===== src/hdl/ang_pkg.sv =====
// Package: shared types, widths and constants of the audio noise gate.
`timescale 1ns / 1ps

package ang_pkg;

    localparam int SAMPLE_W = 16;
    localparam int STATE_W  = 25;   // Q24 envelope and gain, up to just below 2.0
    localparam int COEF_W   = 17;   // Q16 smoothing coefficient
    localparam int FRAC_W   = 16;   // fraction bits of a coefficient
    localparam int GAIN_FRAC_W = 24;
    localparam int LEVEL_SHIFT = 9;

    localparam int MUL_A_W = STATE_W + 1;              // signed difference
    localparam int MUL_B_W = COEF_W + 1;               // coefficient, zero-extended
    localparam int PROD_W  = MUL_A_W + MUL_B_W;        // 44
    localparam int SUM_W   = PROD_W - FRAC_W;          // 28
    localparam int SCALED_W = SAMPLE_W + 1;            // |sample * gain| >> 24

    localparam int APB_DATA_W = 32;
    localparam int APB_ADDR_W = 4;
    localparam int REG_IDX_W  = 2;

    localparam logic [STATE_W-1:0] Q24_ONE   = STATE_W'(1 << GAIN_FRAC_W);
    localparam logic [STATE_W-1:0] STATE_MAX = '1;

    localparam logic [STATE_W-1:0] THRESHOLD_RST = STATE_W'(335544);
    localparam logic [COEF_W-1:0]  ATTACK_RST    = COEF_W'(22938);
    localparam logic [COEF_W-1:0]  RELEASE_RST   = COEF_W'(1311);

    localparam logic [SCALED_W-1:0] POS_LIMIT = SCALED_W'(32767);
    localparam logic [SCALED_W-1:0] NEG_LIMIT = SCALED_W'(32768);
    localparam logic signed [SAMPLE_W-1:0] SAMPLE_MAX = 16'sh7FFF;
    localparam logic signed [SAMPLE_W-1:0] SAMPLE_MIN = 16'sh8000;

    // Register indexes (byte address is 4 * index)
    localparam logic [REG_IDX_W-1:0] REG_ENABLE    = 2'd0;
    localparam logic [REG_IDX_W-1:0] REG_THRESHOLD = 2'd1;
    localparam logic [REG_IDX_W-1:0] REG_ATTACK    = 2'd2;
    localparam logic [REG_IDX_W-1:0] REG_RELEASE   = 2'd3;

    typedef struct packed {
        logic signed [SAMPLE_W-1:0] sample_in;
        logic                       block_end;
    } in_item_t;

    typedef struct packed {
        logic signed [SAMPLE_W-1:0] sample_out;
        logic                       block_end_out;
    } out_item_t;

    // Operand pair presented to the shared multiplier
    typedef struct packed {
        logic signed [MUL_A_W-1:0] a;
        logic signed [MUL_B_W-1:0] b;
    } mul_op_t;

endpackage


===== src/hdl/audio_noise_gate.sv =====
// Top level: noise gate with envelope follower, APB register port and sequencer.
`timescale 1ns / 1ps
// Gate enabled, an accepted sample passes the envelope multiply and add, the gain
//   multiply and add, the output multiply and finish, then the write state, where the
//   result is registered; gate disabled, it goes straight to the write state. One
//   sample is in flight at a time, and the three multiplies share one multiplier.
// The output register lets the next sample start while a result waits to be taken.
// Reset (rst_n low, asynchronous) clears envelope, gain and the sequencer, and loads
//   the register defaults: gate off, threshold 0.02, attack 0.35, release 0.02.

module audio_noise_gate
    import ang_pkg::*;
(
    input  logic                  clk,
    input  logic                  rst_n,

    // sample input channel
    input  logic                  sample_valid,
    output logic                  sample_stall,
    input  in_item_t              sample_data,

    // gated output channel
    output logic                  gated_valid,
    input  logic                  gated_stall,
    output out_item_t             gated_data,

    // register port
    input  logic                  psel,
    input  logic                  penable,
    input  logic                  pwrite,
    input  logic [APB_ADDR_W-1:0] paddr,
    input  logic [APB_DATA_W-1:0] pwdata,
    output logic [APB_DATA_W-1:0] prdata,
    output logic                  pready
);

    // One step of the sequencer per state; each multiply state is followed by a
    // state that consumes the registered product.
    typedef enum logic [7:0] {
        ST_IDLE     = 8'b0000_0001,
        ST_ENV_MUL  = 8'b0000_0010,
        ST_ENV_ADD  = 8'b0000_0100,
        ST_GAIN_MUL = 8'b0000_1000,
        ST_GAIN_ADD = 8'b0001_0000,
        ST_OUT_MUL  = 8'b0010_0000,
        ST_OUT_FIN  = 8'b0100_0000,
        ST_WRITE    = 8'b1000_0000
    } state_t;

    // ------------------------------------------------------------------
    // Registers
    // ------------------------------------------------------------------
    state_t                     state_reg, state_next;

    logic                       gate_enable_reg, gate_enable_next;
    logic [STATE_W-1:0]         gate_threshold_reg, gate_threshold_next;
    logic [COEF_W-1:0]          attack_coeff_reg, attack_coeff_next;
    logic [COEF_W-1:0]          release_coeff_reg, release_coeff_next;

    logic [STATE_W-1:0]         envelope_reg, envelope_next;
    logic [STATE_W-1:0]         gain_reg, gain_next;

    // per-sample working registers (payload, no reset)
    logic [SAMPLE_W-1:0]        mag_reg, mag_next;
    logic                       neg_reg, neg_next;
    logic                       blk_reg, blk_next;
    logic signed [SAMPLE_W-1:0] result_reg, result_next;

    logic                       out_valid_reg, out_valid_next;
    out_item_t                  out_data_reg, out_data_next;

    // ------------------------------------------------------------------
    // Combinational helpers
    // ------------------------------------------------------------------
    logic                       cfg_wr;
    logic [REG_IDX_W-1:0]       cfg_index;
    logic                       in_accept;
    logic                       out_accept;

    mul_op_t                    mul_op;
    logic signed [PROD_W-1:0]   prod;

    logic [SAMPLE_W:0]          sample_ext;
    logic [STATE_W-1:0]         level;
    logic [STATE_W-1:0]         gain_target;
    logic [SCALED_W-1:0]        scaled;

    assign pready     = 1'b1;
    assign cfg_wr     = psel & penable & pwrite;
    assign cfg_index  = paddr[APB_ADDR_W-1 -: REG_IDX_W];
    assign in_accept  = sample_valid & ~sample_stall;
    assign out_accept = out_valid_reg & ~gated_stall;

    // Busy from acceptance until the result is parked in the output register
    assign sample_stall = (state_reg != ST_IDLE);

    assign sample_ext  = {sample_data.sample_in[SAMPLE_W-1], sample_data.sample_in};
    assign level       = {mag_reg, LEVEL_SHIFT'(0)};
    assign gain_target = (envelope_reg > gate_threshold_reg) ? Q24_ONE : '0;
    // |sample| * gain is below 2^40, so the top product bits above this slice are zero
    assign scaled      = prod[GAIN_FRAC_W +: SCALED_W];

    // Add the floored Q16 step to the current value and clamp to the state range.
    function automatic logic [STATE_W-1:0] step_sat(
        input logic [STATE_W-1:0]       cur,
        input logic signed [PROD_W-1:0] p
    );
        logic signed [SUM_W-1:0] sum;
        sum = signed'({(SUM_W - STATE_W)'(0), cur}) + signed'(p[PROD_W-1:FRAC_W]);
        if (sum[SUM_W-1])
            step_sat = '0;
        else if (sum[SUM_W-2:STATE_W] != '0)
            step_sat = STATE_MAX;
        else
            step_sat = sum[STATE_W-1:0];
    endfunction

    // ------------------------------------------------------------------
    // Shared multiplier
    // ------------------------------------------------------------------
    ang_mul u_mul (
        .clk  (clk),
        .op   (mul_op),
        .prod (prod)
    );

    // ------------------------------------------------------------------
    // Sequencer and datapath
    // ------------------------------------------------------------------
    always_comb
    begin
        state_next          = state_reg;
        gate_enable_next    = gate_enable_reg;
        gate_threshold_next = gate_threshold_reg;
        attack_coeff_next   = attack_coeff_reg;
        release_coeff_next  = release_coeff_reg;
        envelope_next       = envelope_reg;
        gain_next           = gain_reg;
        mag_next            = mag_reg;
        neg_next            = neg_reg;
        blk_next            = blk_reg;
        result_next         = result_reg;
        out_data_next       = out_data_reg;
        out_valid_next      = out_valid_reg;
        mul_op              = '0;

        // drop the held result once the consumer takes it
        if (out_accept)
        begin
            out_valid_next = 1'b0;
        end

        unique case (state_reg)
            ST_IDLE:
            begin
                if (in_accept)
                begin
                    neg_next    = sample_data.sample_in[SAMPLE_W-1];
                    mag_next    = sample_ext[SAMPLE_W] ? SAMPLE_W'((SAMPLE_W + 1)'(0) - sample_ext)
                                                       : sample_ext[SAMPLE_W-1:0];
                    blk_next    = sample_data.block_end;
                    result_next = sample_data.sample_in;   // pass-through value
                    state_next  = gate_enable_reg ? ST_ENV_MUL : ST_WRITE;
                end
            end

            ST_ENV_MUL:
            begin
                mul_op.a   = signed'({1'b0, level}) - signed'({1'b0, envelope_reg});
                mul_op.b   = signed'({1'b0, (level > envelope_reg) ? attack_coeff_reg
                                                                   : release_coeff_reg});
                state_next = ST_ENV_ADD;
            end

            ST_ENV_ADD:
            begin
                envelope_next = step_sat(envelope_reg, prod);
                state_next    = ST_GAIN_MUL;
            end

            ST_GAIN_MUL:
            begin
                mul_op.a   = signed'({1'b0, gain_target}) - signed'({1'b0, gain_reg});
                mul_op.b   = signed'({1'b0, (gain_target > gain_reg) ? attack_coeff_reg
                                                                     : release_coeff_reg});
                state_next = ST_GAIN_ADD;
            end

            ST_GAIN_ADD:
            begin
                gain_next  = step_sat(gain_reg, prod);
                state_next = ST_OUT_MUL;
            end

            ST_OUT_MUL:
            begin
                mul_op.a   = signed'({1'b0, gain_reg});
                mul_op.b   = signed'({(MUL_B_W - SAMPLE_W)'(0), mag_reg});
                state_next = ST_OUT_FIN;
            end

            ST_OUT_FIN:
            begin
                // truncate toward zero: scale the magnitude, then restore the sign
                if (neg_reg)
                    result_next = (scaled > NEG_LIMIT) ? SAMPLE_MIN
                                                       : SAMPLE_W'(SCALED_W'(0) - scaled);
                else
                    result_next = (scaled > POS_LIMIT) ? SAMPLE_MAX
                                                       : signed'(scaled[SAMPLE_W-1:0]);
                state_next = ST_WRITE;
            end

            ST_WRITE:
            begin
                // hold until the output register is free or being emptied
                if (!out_valid_reg || !gated_stall)
                begin
                    out_data_next.sample_out    = result_reg;
                    out_data_next.block_end_out = blk_reg;
                    out_valid_next              = 1'b1;
                    state_next                  = ST_IDLE;
                end
            end

            default:
            begin
                state_next = ST_IDLE;
            end
        endcase

        // register writes; any write of the enable register restarts the follower
        if (cfg_wr)
        begin
            unique case (cfg_index)
                REG_ENABLE:
                begin
                    gate_enable_next = pwdata[0];
                    envelope_next    = '0;
                    gain_next        = '0;
                end
                REG_THRESHOLD: gate_threshold_next = pwdata[STATE_W-1:0];
                REG_ATTACK:    attack_coeff_next   = pwdata[COEF_W-1:0];
                REG_RELEASE:   release_coeff_next  = pwdata[COEF_W-1:0];
                default:       gate_enable_next    = gate_enable_reg;
            endcase
        end
    end

    always_comb
    begin
        unique case (cfg_index)
            REG_ENABLE:    prdata = {(APB_DATA_W - 1)'(0), gate_enable_reg};
            REG_THRESHOLD: prdata = {(APB_DATA_W - STATE_W)'(0), gate_threshold_reg};
            REG_ATTACK:    prdata = {(APB_DATA_W - COEF_W)'(0), attack_coeff_reg};
            REG_RELEASE:   prdata = {(APB_DATA_W - COEF_W)'(0), release_coeff_reg};
            default:       prdata = '0;
        endcase
    end

    // control and state registers
    always_ff @(posedge clk or negedge rst_n)
    begin
        if (!rst_n)
        begin
            state_reg          <= ST_IDLE;
            gate_enable_reg    <= 1'b0;
            gate_threshold_reg <= THRESHOLD_RST;
            attack_coeff_reg   <= ATTACK_RST;
            release_coeff_reg  <= RELEASE_RST;
            envelope_reg       <= '0;
            gain_reg           <= '0;
            out_valid_reg      <= 1'b0;
        end
        else
        begin
            state_reg          <= state_next;
            gate_enable_reg    <= gate_enable_next;
            gate_threshold_reg <= gate_threshold_next;
            attack_coeff_reg   <= attack_coeff_next;
            release_coeff_reg  <= release_coeff_next;
            envelope_reg       <= envelope_next;
            gain_reg           <= gain_next;
            out_valid_reg      <= out_valid_next;
        end
    end

    // payload registers
    always_ff @(posedge clk)
    begin
        mag_reg      <= mag_next;
        neg_reg      <= neg_next;
        blk_reg      <= blk_next;
        result_reg   <= result_next;
        out_data_reg <= out_data_next;
    end

    assign gated_valid = out_valid_reg;
    assign gated_data  = out_data_reg;

    // ------------------------------------------------------------------
    // Assertions
    // ------------------------------------------------------------------
    a_state_onehot: assert property (@(posedge clk) disable iff (!rst_n)
        $onehot(state_reg))
        else $error("sequencer state is not one-hot");

    a_enabled_start: assert property (@(posedge clk) disable iff (!rst_n)
        in_accept && gate_enable_reg |=> state_reg == ST_ENV_MUL)
        else $error("enabled sample did not start the envelope update");

    a_idle_state_hold: assert property (@(posedge clk) disable iff (!rst_n)
        state_reg == ST_IDLE && !cfg_wr |=> $stable(envelope_reg) && $stable(gain_reg))
        else $error("envelope or gain changed while idle");

    a_write_waits: assert property (@(posedge clk) disable iff (!rst_n)
        state_reg == ST_WRITE && out_valid_reg && gated_stall |=> state_reg == ST_WRITE)
        else $error("result left the sequencer while the output register was full");

endmodule


===== src/hdl/ang_mul.sv =====
// Shared signed multiplier with a registered product.
`timescale 1ns / 1ps

module ang_mul
    import ang_pkg::*;
(
    input  logic                     clk,
    input  mul_op_t                  op,
    output logic signed [PROD_W-1:0] prod
);

    logic signed [PROD_W-1:0] prod_reg;
    logic signed [PROD_W-1:0] prod_next;

    assign prod_next = op.a * op.b;

    always_ff @(posedge clk)
    begin
        prod_reg <= prod_next;
    end

    assign prod = prod_reg;

endmodule


===== config.mk =====
export PLATFORM = sky130hd
export DESIGN_NAME = audio_noise_gate
export DESIGN_NICKNAME = d
export VERILOG_FILES = /design/src/hdl/ang_pkg.sv /design/src/hdl/audio_noise_gate.sv /design/src/hdl/ang_mul.sv
export SDC_FILE = /design/constraint.sdc
export NUM_CORES = 2
export LEC_CHECK = 0
export ABC_CLOCK_PERIOD_IN_PS = 9600
export BUFFER_PORTS_ARGS = -buffer_cell sky130_fd_sc_hd__buf_2
export CORE_MARGIN = 1.5
export CORE_UTILIZATION = 65
export CTS_CLUSTER_DIAMETER = 40
export DETAILED_ROUTE_END_ITERATION = 12
export HOLD_SLACK_MARGIN = 0.1
export PLACE_DENSITY = 0.84
export SYNTH_ARGS = -nofsm -noshare
export SYNTH_HDL_FRONTEND = slang
export SYNTH_SLANG_ARGS = --single-unit

===== constraint.sdc =====
create_clock -name clk -period 9.6 [get_ports clk]
set_input_delay 0.96 -clock clk [delete_from_list [all_inputs] [get_ports clk]]
set_output_delay 0.96 -clock clk [all_outputs]
set_load 0.05 [all_outputs]

* Word level (Yosys, flattened, before mapping)
Index checks and enable logic that the tools add are counted.
** Operators by class
- Reduce and logical (&&, ||, !) cells :: 15
- Eq/ne operators :: 14
- $lt $le $gt $ge :: 5
- Multiply operators :: 1
- Muxes and demuxes :: 28
- Bitwise logic cells :: 6
- Add/sub/neg operators :: 6
** Operators with widths (number)
- 2-to-1 mux 25 bit :: 11
- one-hot mux 44 bit (3 select lines) :: 1
- one-hot mux 32 bit (4 select lines) :: 1
- greater-than comparator 25 bit :: 3
- 2-to-1 mux 16 bit :: 4
- one-hot mux 8 bit (8 select lines) :: 1
- adder 26 x 28 -> 28 bit :: 2
- subtractor 25 x 25 -> 26 bit :: 2
- multiplier 26 x 18 -> 44 bit :: 1
- 2-to-1 mux 17 bit :: 2
- one-hot mux 16 bit (2 select lines) :: 1
- subtractor 1 x 16 -> 16 bit, first input constant :: 2
- 2-to-1 mux 8 bit :: 3
- greater-than comparator 17 x 15 -> 1 bit, second input constant :: 1
- greater-than comparator 17 x 16 -> 1 bit, second input constant :: 1
- AND reduction 2 bit :: 8
- 2-to-1 mux 15 bit :: 1
- equality test 8 x 1 -> 1 bit, second input constant :: 1
- equality test 8 x 2 -> 1 bit, second input constant :: 1
- equality test 8 x 3 -> 1 bit, second input constant :: 1
- equality test 8 x 4 -> 1 bit, second input constant :: 1
- equality test 8 x 5 -> 1 bit, second input constant :: 1
- equality test 8 x 6 -> 1 bit, second input constant :: 1
- equality test 8 x 7 -> 1 bit, second input constant :: 1
- 12 further kinds :: 23
** Storage, ports and cells
- Register bits :: 214

* Logic depth before layout (Yosys ltp)
- Depth in word-level cells :: 7
- Gate-level depth with buffers :: 42

* By module
A second synthesis with hierarchy kept.
** Second synthesis, totals
- Cell total of the unflattened synthesis :: 3512
- Area total of the unflattened synthesis :: 31393.9 um2
** By module, submodules not included
- ang_mul :: instances 1, area each 17563.1 um2, seq. area each 880.8 um2, cells each 1941
- audio_noise_gate :: instances 1, area each 13830.8 um2, seq. area each 4541.9 um2, cells each 1571

* Least setup slack after synthesis
No wires, ideal clock.
- Path kind :: register -> register
- From :: reg envelope_reg[1]
- To :: reg u_mul.prod_reg[43], in the netlist u_mul.prod[43]
- Data arrival time :: 8.764 ns
- Required time :: 9.528 ns
- Setup time :: 0.072 ns
- Setup slack :: 0.764 ns
- Stages on the path, launching flop included :: 37
- Period minus slack after synthesis :: 8.836 ns
- Cells stage by stage :: dfrtp_1 -> ha_1 -> nor2b_1 -> o21a_1 -> o21a_1 -> o21ai_0 -> nand2b_1 -> a21oi_1 -> o22ai_1 -> o31ai_1 -> a31oi_1 -> ha_1 -> a41o_1 -> buf_4 -> mux2_2 -> a222oi_1 -> buf_2 -> buf_2 -> nor2_1 -> fa_1 -> inv_1 -> fa_1 -> inv_1 -> fa_1 -> inv_1 -> fa_1 -> fa_1 -> fa_1 -> inv_1 -> ha_1 -> and3_1 -> a221o_1 -> a21oi_1 -> inv_1 -> a211o_1 -> a21oi_1 -> xnor2_1
** On the way
- Word-level cells in the longest chain between the ends :: 6
** RTL lines
- from (decl) :: line audio_noise_gate.sv:60 : logic [STATE_W-1:0] envelope_reg, envelope_next;
- from (signal assigned) :: line audio_noise_gate.sv:282 : envelope_reg <= envelope_next;
- greater-than comparator 25 bit :: line audio_noise_gate.sv:99 : assign gain_target = (envelope_reg > gate_threshold_reg) ? Q24_ONE : '0;
- 2-to-1 mux 25 bit :: line audio_noise_gate.sv:99
- greater-than comparator 25 bit :: line audio_noise_gate.sv:184 : mul_op.b = signed'({1'b0, (gain_target > gain_reg) ? attack_coeff_reg
- 2-to-1 mux 17 bit :: line audio_noise_gate.sv:184
- one-hot mux 44 bit (3 select lines) * :: line audio_noise_gate.sv:153 : unique case (state_reg)
- multiplier 26 x 18 -> 44 bit * :: line ang_mul.sv:15 : assign prod_next = op.a * op.b;
- net u_mul.prod_next[43] :: line ang_mul.sv:13 : logic signed [PROD_W-1:0] prod_next;
- to (signal assigned) :: line ang_mul.sv:19 : prod_reg <= prod_next;
- to (decl) :: line ang_mul.sv:12 : logic signed [PROD_W-1:0] prod_reg;
Mark *: on every way through the listed nets, which the timed path passes. The rest lies on a longest branch.
A chain may end at the register's enable or synchronous reset.

* Worst setup path after layout
- From :: reg gate_threshold_reg[1]
- To :: reg u_mul.prod_reg[41], in the netlist u_mul.prod[41]
** On the way
- Word-level cells in the longest chain between the ends :: 6
** RTL lines
- from (decl) :: line audio_noise_gate.sv:56 : logic [STATE_W-1:0] gate_threshold_reg, gate_threshold_next;
- from (signal assigned) :: line audio_noise_gate.sv:279 : gate_threshold_reg <= gate_threshold_next;
- greater-than comparator 25 bit * :: line audio_noise_gate.sv:99
- 2-to-1 mux 25 bit * :: line audio_noise_gate.sv:99
- greater-than comparator 25 bit :: line audio_noise_gate.sv:184
- 2-to-1 mux 17 bit :: line audio_noise_gate.sv:184
- one-hot mux 44 bit (3 select lines) * :: line audio_noise_gate.sv:153
- multiplier 26 x 18 -> 44 bit * :: line ang_mul.sv:15
- net u_mul.prod_next[41] :: line ang_mul.sv:13
Marked as above.

==> results.rst <==
.. list-table::
   :header-rows: 1

   * - Metric
     - Value
   * - Final cell utilization of the core
     - 0.729
   * - Worst flop-to-flop path startpoint
     - gate_threshold_reg[1]
   * - Avg Inst Size Synth
     - 8.81 µm²
   * - Total core area
     - 44100 µm²
   * - Max-cap check violation count
     - 0
   * - Final hold vios
     - 0
   * - Critical path's top delay family
     - adder cells
   * - Final worst clock skew
     - 14.4 ps
   * - # setup viols final
     - 1
   * - Iteration count of the initial detailed-routing pass
     - 7
   * - Crit path buffers/inverters
     - 9
   * - Register area share after synthesis
     - 0.176
   * - Deepest clock path buffer count
     - 2
   * - Path type of the worst setup path
     - register to register
   * - Overall track demand over capacity in global routing
     - 0.387
   * - Result of the run
     - complete, but fails checks
   * - Failing checks
     - negative setup slack
   * - Critical Path Start Type
     - register
   * - Initial Utilization
     - 0.658
   * - Relative slew margins
     - 0.120
   * - Initial antenna violation count
     - 2
   * - Flop2flop setup slack
     - -6 ps
   * - Crit path capture type
     - register
   * - Area of all sequential standard cells
     - 5100 µm²
   * - Flops & latches, synth
     - 198
   * - Maximum VDD drop
     - 0.000138 V
   * - Switching portion of total power
     - 0.426
   * - Clock period minus final worst setup slack
     - 9610 ps
   * - Area of the die
     - 45900 µm²
   * - Proportion of power drawn by the clock network
     - 0.221
   * - Number of clock buffers inserted by TritonCTS
     - 17
   * - Routed length per instance
     - 21.6 µm
   * - Kind of path behind the tightest hold check
     - register to register
   * - First-pass GRT wire length
     - 138000 µm
   * - Clock root buffer
     - sky130_fd_sc_hd__clkbuf_16
   * - Leakage
     - 0.0157 µW
   * - Synth async-reset ratio
     - 0.601
   * - Count of cell types in the netlist
     - 90
   * - Slew at the pin with the worst max-slew slack
     - 1320 ps
   * - Crit path launch
     - gate_threshold_reg[1]
   * - PnR worst setup slack
     - -6.44 ps
   * - Post-synthesis instance area
     - 29000 µm²
   * - Crit path DAT
     - 9960 ps
   * - Worst-case setup slack after placement
     - -160 ps
   * - Number of primary I/O pins
     - 112
   * - Clk sinks
     - 198
   * - Yosys warning count
     - 0
   * - Largest register FFs
     - 28
   * - Net Switching
     - 1430 µW
   * - Reg power frac
     - 0.367
   * - Gate count of the mapped netlist
     - 3297
   * - Antenna Violating Nets Remaining
     - 0
   * - Overflow left after global routing
     - 0
   * - Vias in the first global route
     - 26027
   * - Predominant post-synthesis flop cell
     - sky130_fd_sc_hd__dfrtp_1
   * - Most repeated library cell on the critical path
     - sky130_fd_sc_hd__fa_1
   * - Share of layout cells above drive strength 1
     - 0.134
   * - Std cell rows
     - 77
   * - Count of routing violations after the opening detailed-route iteration
     - 2895
   * - Power share of the combinational group
     - 0.412
   * - DIE WIDTH
     - 214 µm
   * - Drt total wl
     - 88100 µm
   * - Setup_tns
     - -6.44 ps
   * - Synth-to-layout area growth
     - 10.7%
   * - Clk_lat worst skew
     - 470 ps
   * - Number of remaining DRC errors
     - 0
   * - Number of port buffers
     - 94
   * - Final number of max-transition violations
     - 0
   * - Number of levels in the clock H-tree
     - 4
   * - Vias per cell
     - 6.24
   * - Cell area power density
     - 105 nW/µm²
   * - Data required, critical path
     - 9950 ps
   * - Final Net Count
     - 4168
   * - Fmax
     - 0.104 GHz
   * - Final non-filler cell total
     - 4083
   * - Largest net degree at the start of global routing
     - 83
   * - Clock tree from TritonCTS
     - yes
   * - Multi-input gate area in the final layout
     - 21500 µm²
   * - Layout fillers
     - 3242
   * - Count of flip-flops with a built-in enable after synthesis
     - 51
   * - Clock slew at reported path FFs
     - 80 ps
   * - Source of the worst hold timing path
     - result_reg[9]
   * - Chip height
     - 214 µm
   * - Number of placed cells counting well taps
     - 4037
   * - Crit-path slowest cell
     - sky130_fd_sc_hd__fa_1
   * - Internal power consumption
     - 1930 µW
   * - Maximum cell stage delay along the critical path
     - 520 ps
   * - Number of vias in the routed layout
     - 25482
   * - CP max FO
     - 5
   * - Routability congestion estimate from global placement
     - 1.03
   * - DP HPWL
     - 70400 µm
   * - Final cycle utilization of the critical path
     - 1.00
==> worst reg2reg max path, delay by kind of cell, from the launching register on <==
family          cells  cell delay, ps
buf+inv             9            1110
fa+ha+maj           9            3870
compound gates     13            2790
flops               1             340
mux                 1             360
simple gates        7            1020
==> final cells by class <==
type	instances	area share
antenna	1	0.0000778
timing repair buffer	294	0.0681
tap	592	0.0230
inverter	544	0.0635
sequential	198	0.159
clock inverter	14	0.00486
clock buffer	18	0.0133
multi-input combinational	2422	0.668
==> final timing paths <==
path / endpoint / cells past startpoint
min in group asynchronous: envelope_reg[20] / 1
hold reg to reg: gated_data[10] / 0
setup reg to reg: u_mul.prod[41] / 39
setup / recovery: u_mul.prod[41] / 39
max in group asynchronous: envelope_reg[1] / 2
hold / removal: gated_data[10] / 0
==> cell usage after synthesis (14+ instances only) <==
library cell | instances | area share
sky130_fd_sc_hd__a211oi_1 | 15 | 0.0039
sky130_fd_sc_hd__a21o_1 | 54 | 0.014
sky130_fd_sc_hd__a21oi_1 | 145 | 0.025
sky130_fd_sc_hd__a221o_1 | 14 | 0.0048
sky130_fd_sc_hd__a22o_1 | 17 | 0.0051
sky130_fd_sc_hd__a31oi_1 | 14 | 0.0030
sky130_fd_sc_hd__and2_1 | 22 | 0.0047
sky130_fd_sc_hd__and3_1 | 17 | 0.0037
sky130_fd_sc_hd__buf_1 | 16 | 0.0021
sky130_fd_sc_hd__buf_2 | 24 | 0.0041
sky130_fd_sc_hd__buf_4 | 16 | 0.0041
sky130_fd_sc_hd__clkbuf_1 | 76 | 0.0098
sky130_fd_sc_hd__dfrtp_1 | 93 | 0.080
sky130_fd_sc_hd__dfstp_2 | 26 | 0.024
sky130_fd_sc_hd__dfxtp_1 | 28 | 0.019
sky130_fd_sc_hd__edfxtp_1 | 51 | 0.053
sky130_fd_sc_hd__fa_1 | 431 | 0.30
sky130_fd_sc_hd__ha_1 | 200 | 0.086
sky130_fd_sc_hd__inv_1 | 543 | 0.070
sky130_fd_sc_hd__mux2_2 | 40 | 0.016
sky130_fd_sc_hd__mux2i_1 | 19 | 0.0065
sky130_fd_sc_hd__nand2_1 | 430 | 0.056
sky130_fd_sc_hd__nand2b_1 | 21 | 0.0045
sky130_fd_sc_hd__nand3_1 | 36 | 0.0062
sky130_fd_sc_hd__nand4_1 | 22 | 0.0047
sky130_fd_sc_hd__nor2_1 | 313 | 0.040
sky130_fd_sc_hd__nor2b_1 | 16 | 0.0034
sky130_fd_sc_hd__nor3_1 | 41 | 0.0071
sky130_fd_sc_hd__o211ai_1 | 15 | 0.0039
sky130_fd_sc_hd__o21a_1 | 19 | 0.0049
sky130_fd_sc_hd__o21ai_0 | 188 | 0.032
sky130_fd_sc_hd__o21bai_1 | 14 | 0.0036
sky130_fd_sc_hd__o31ai_1 | 15 | 0.0039
sky130_fd_sc_hd__or3_1 | 20 | 0.0043
sky130_fd_sc_hd__xnor2_1 | 71 | 0.021
sky130_fd_sc_hd__xor2_1 | 31 | 0.0094
==> metal layers <==
layer	wire (µm)	global-route usage
met1	31600	0.479
met2	41300	0.634
met3	9300	0.0878
met4	5960	0.211
met5	0	0
==> power groups by stage <==
stage / clock network (µW) / logic, µW / registers, µW
2_1_floorplan: 0 / 897 / 1190
3_3_place_gp: 0 / 1250 / 1220
3_5_place_dp: 0 / 1300 / 1230
4_1_cts: 739 / 1320 / 1220
5_1_grt: 774 / 1490 / 1240
6_report: 743 / 1390 / 1230
==> cells in the final DEF (no fill, tap or decap), drive strengths merged, types with 13 or more instances in the layout <==
master	n
o31ai	16
buf	294
nand2b	21
nand4	22
o21bai	14
dfxtp	28
o21a	19
nor2	313
fa	431
nand2	430
dfrtp	93
inv	551
nand4b	13
mux2i	19
mux2	49
xor2	31
and3	17
a31oi	14
or3	20
a211oi	15
dfstp	26
o211ai	15
o21ai	190
a221o	14
ha	200
a21oi	145
clkbuf	18
a22o	17
xnor2	71
nor2b	16
nor3	41
edfxtp	51
and2	23
nand3	36
a221oi	17
a21o	54
==> per-stage QoR <==
step / hold slack, ps / total power, µW / instance area, µm²
final: 420 / 3360 / 32100
after global routing: 424 / 3500 / 32100
after CTS: 421 / 3270 / 31800
after detailed placement: 408 / 2540 / 31200
after global placement: 408 / 2470 / 31200
after floorplan: 400 / 2090 / 29100
==> what timing repair did <==
item	in CTS	in global routing
cloned	0	1
resized for setup	4	45
setup buffers	2	11
endpoints found under the setup margin	5	19
pin swaps	0	20
hold buffers	0	0
==> cells by family (layout without fill, tap and decap cells) <==
family / after synthesis / in the layout / share of synthesized area
fa+ha+maj: 631 / 631 / 0.383
compound gates: 608 / 608 / 0.138
simple gates: 1004 / 1004 / 0.152
buf+inv: 683 / 870 / 0.0932
mux: 69 / 69 / 0.0271
xor+xnor: 102 / 102 / 0.0308
flops: 198 / 198 / 0.176
other cells: 2 / 9 / 0.000259
(Power assumes the default switching activity.)
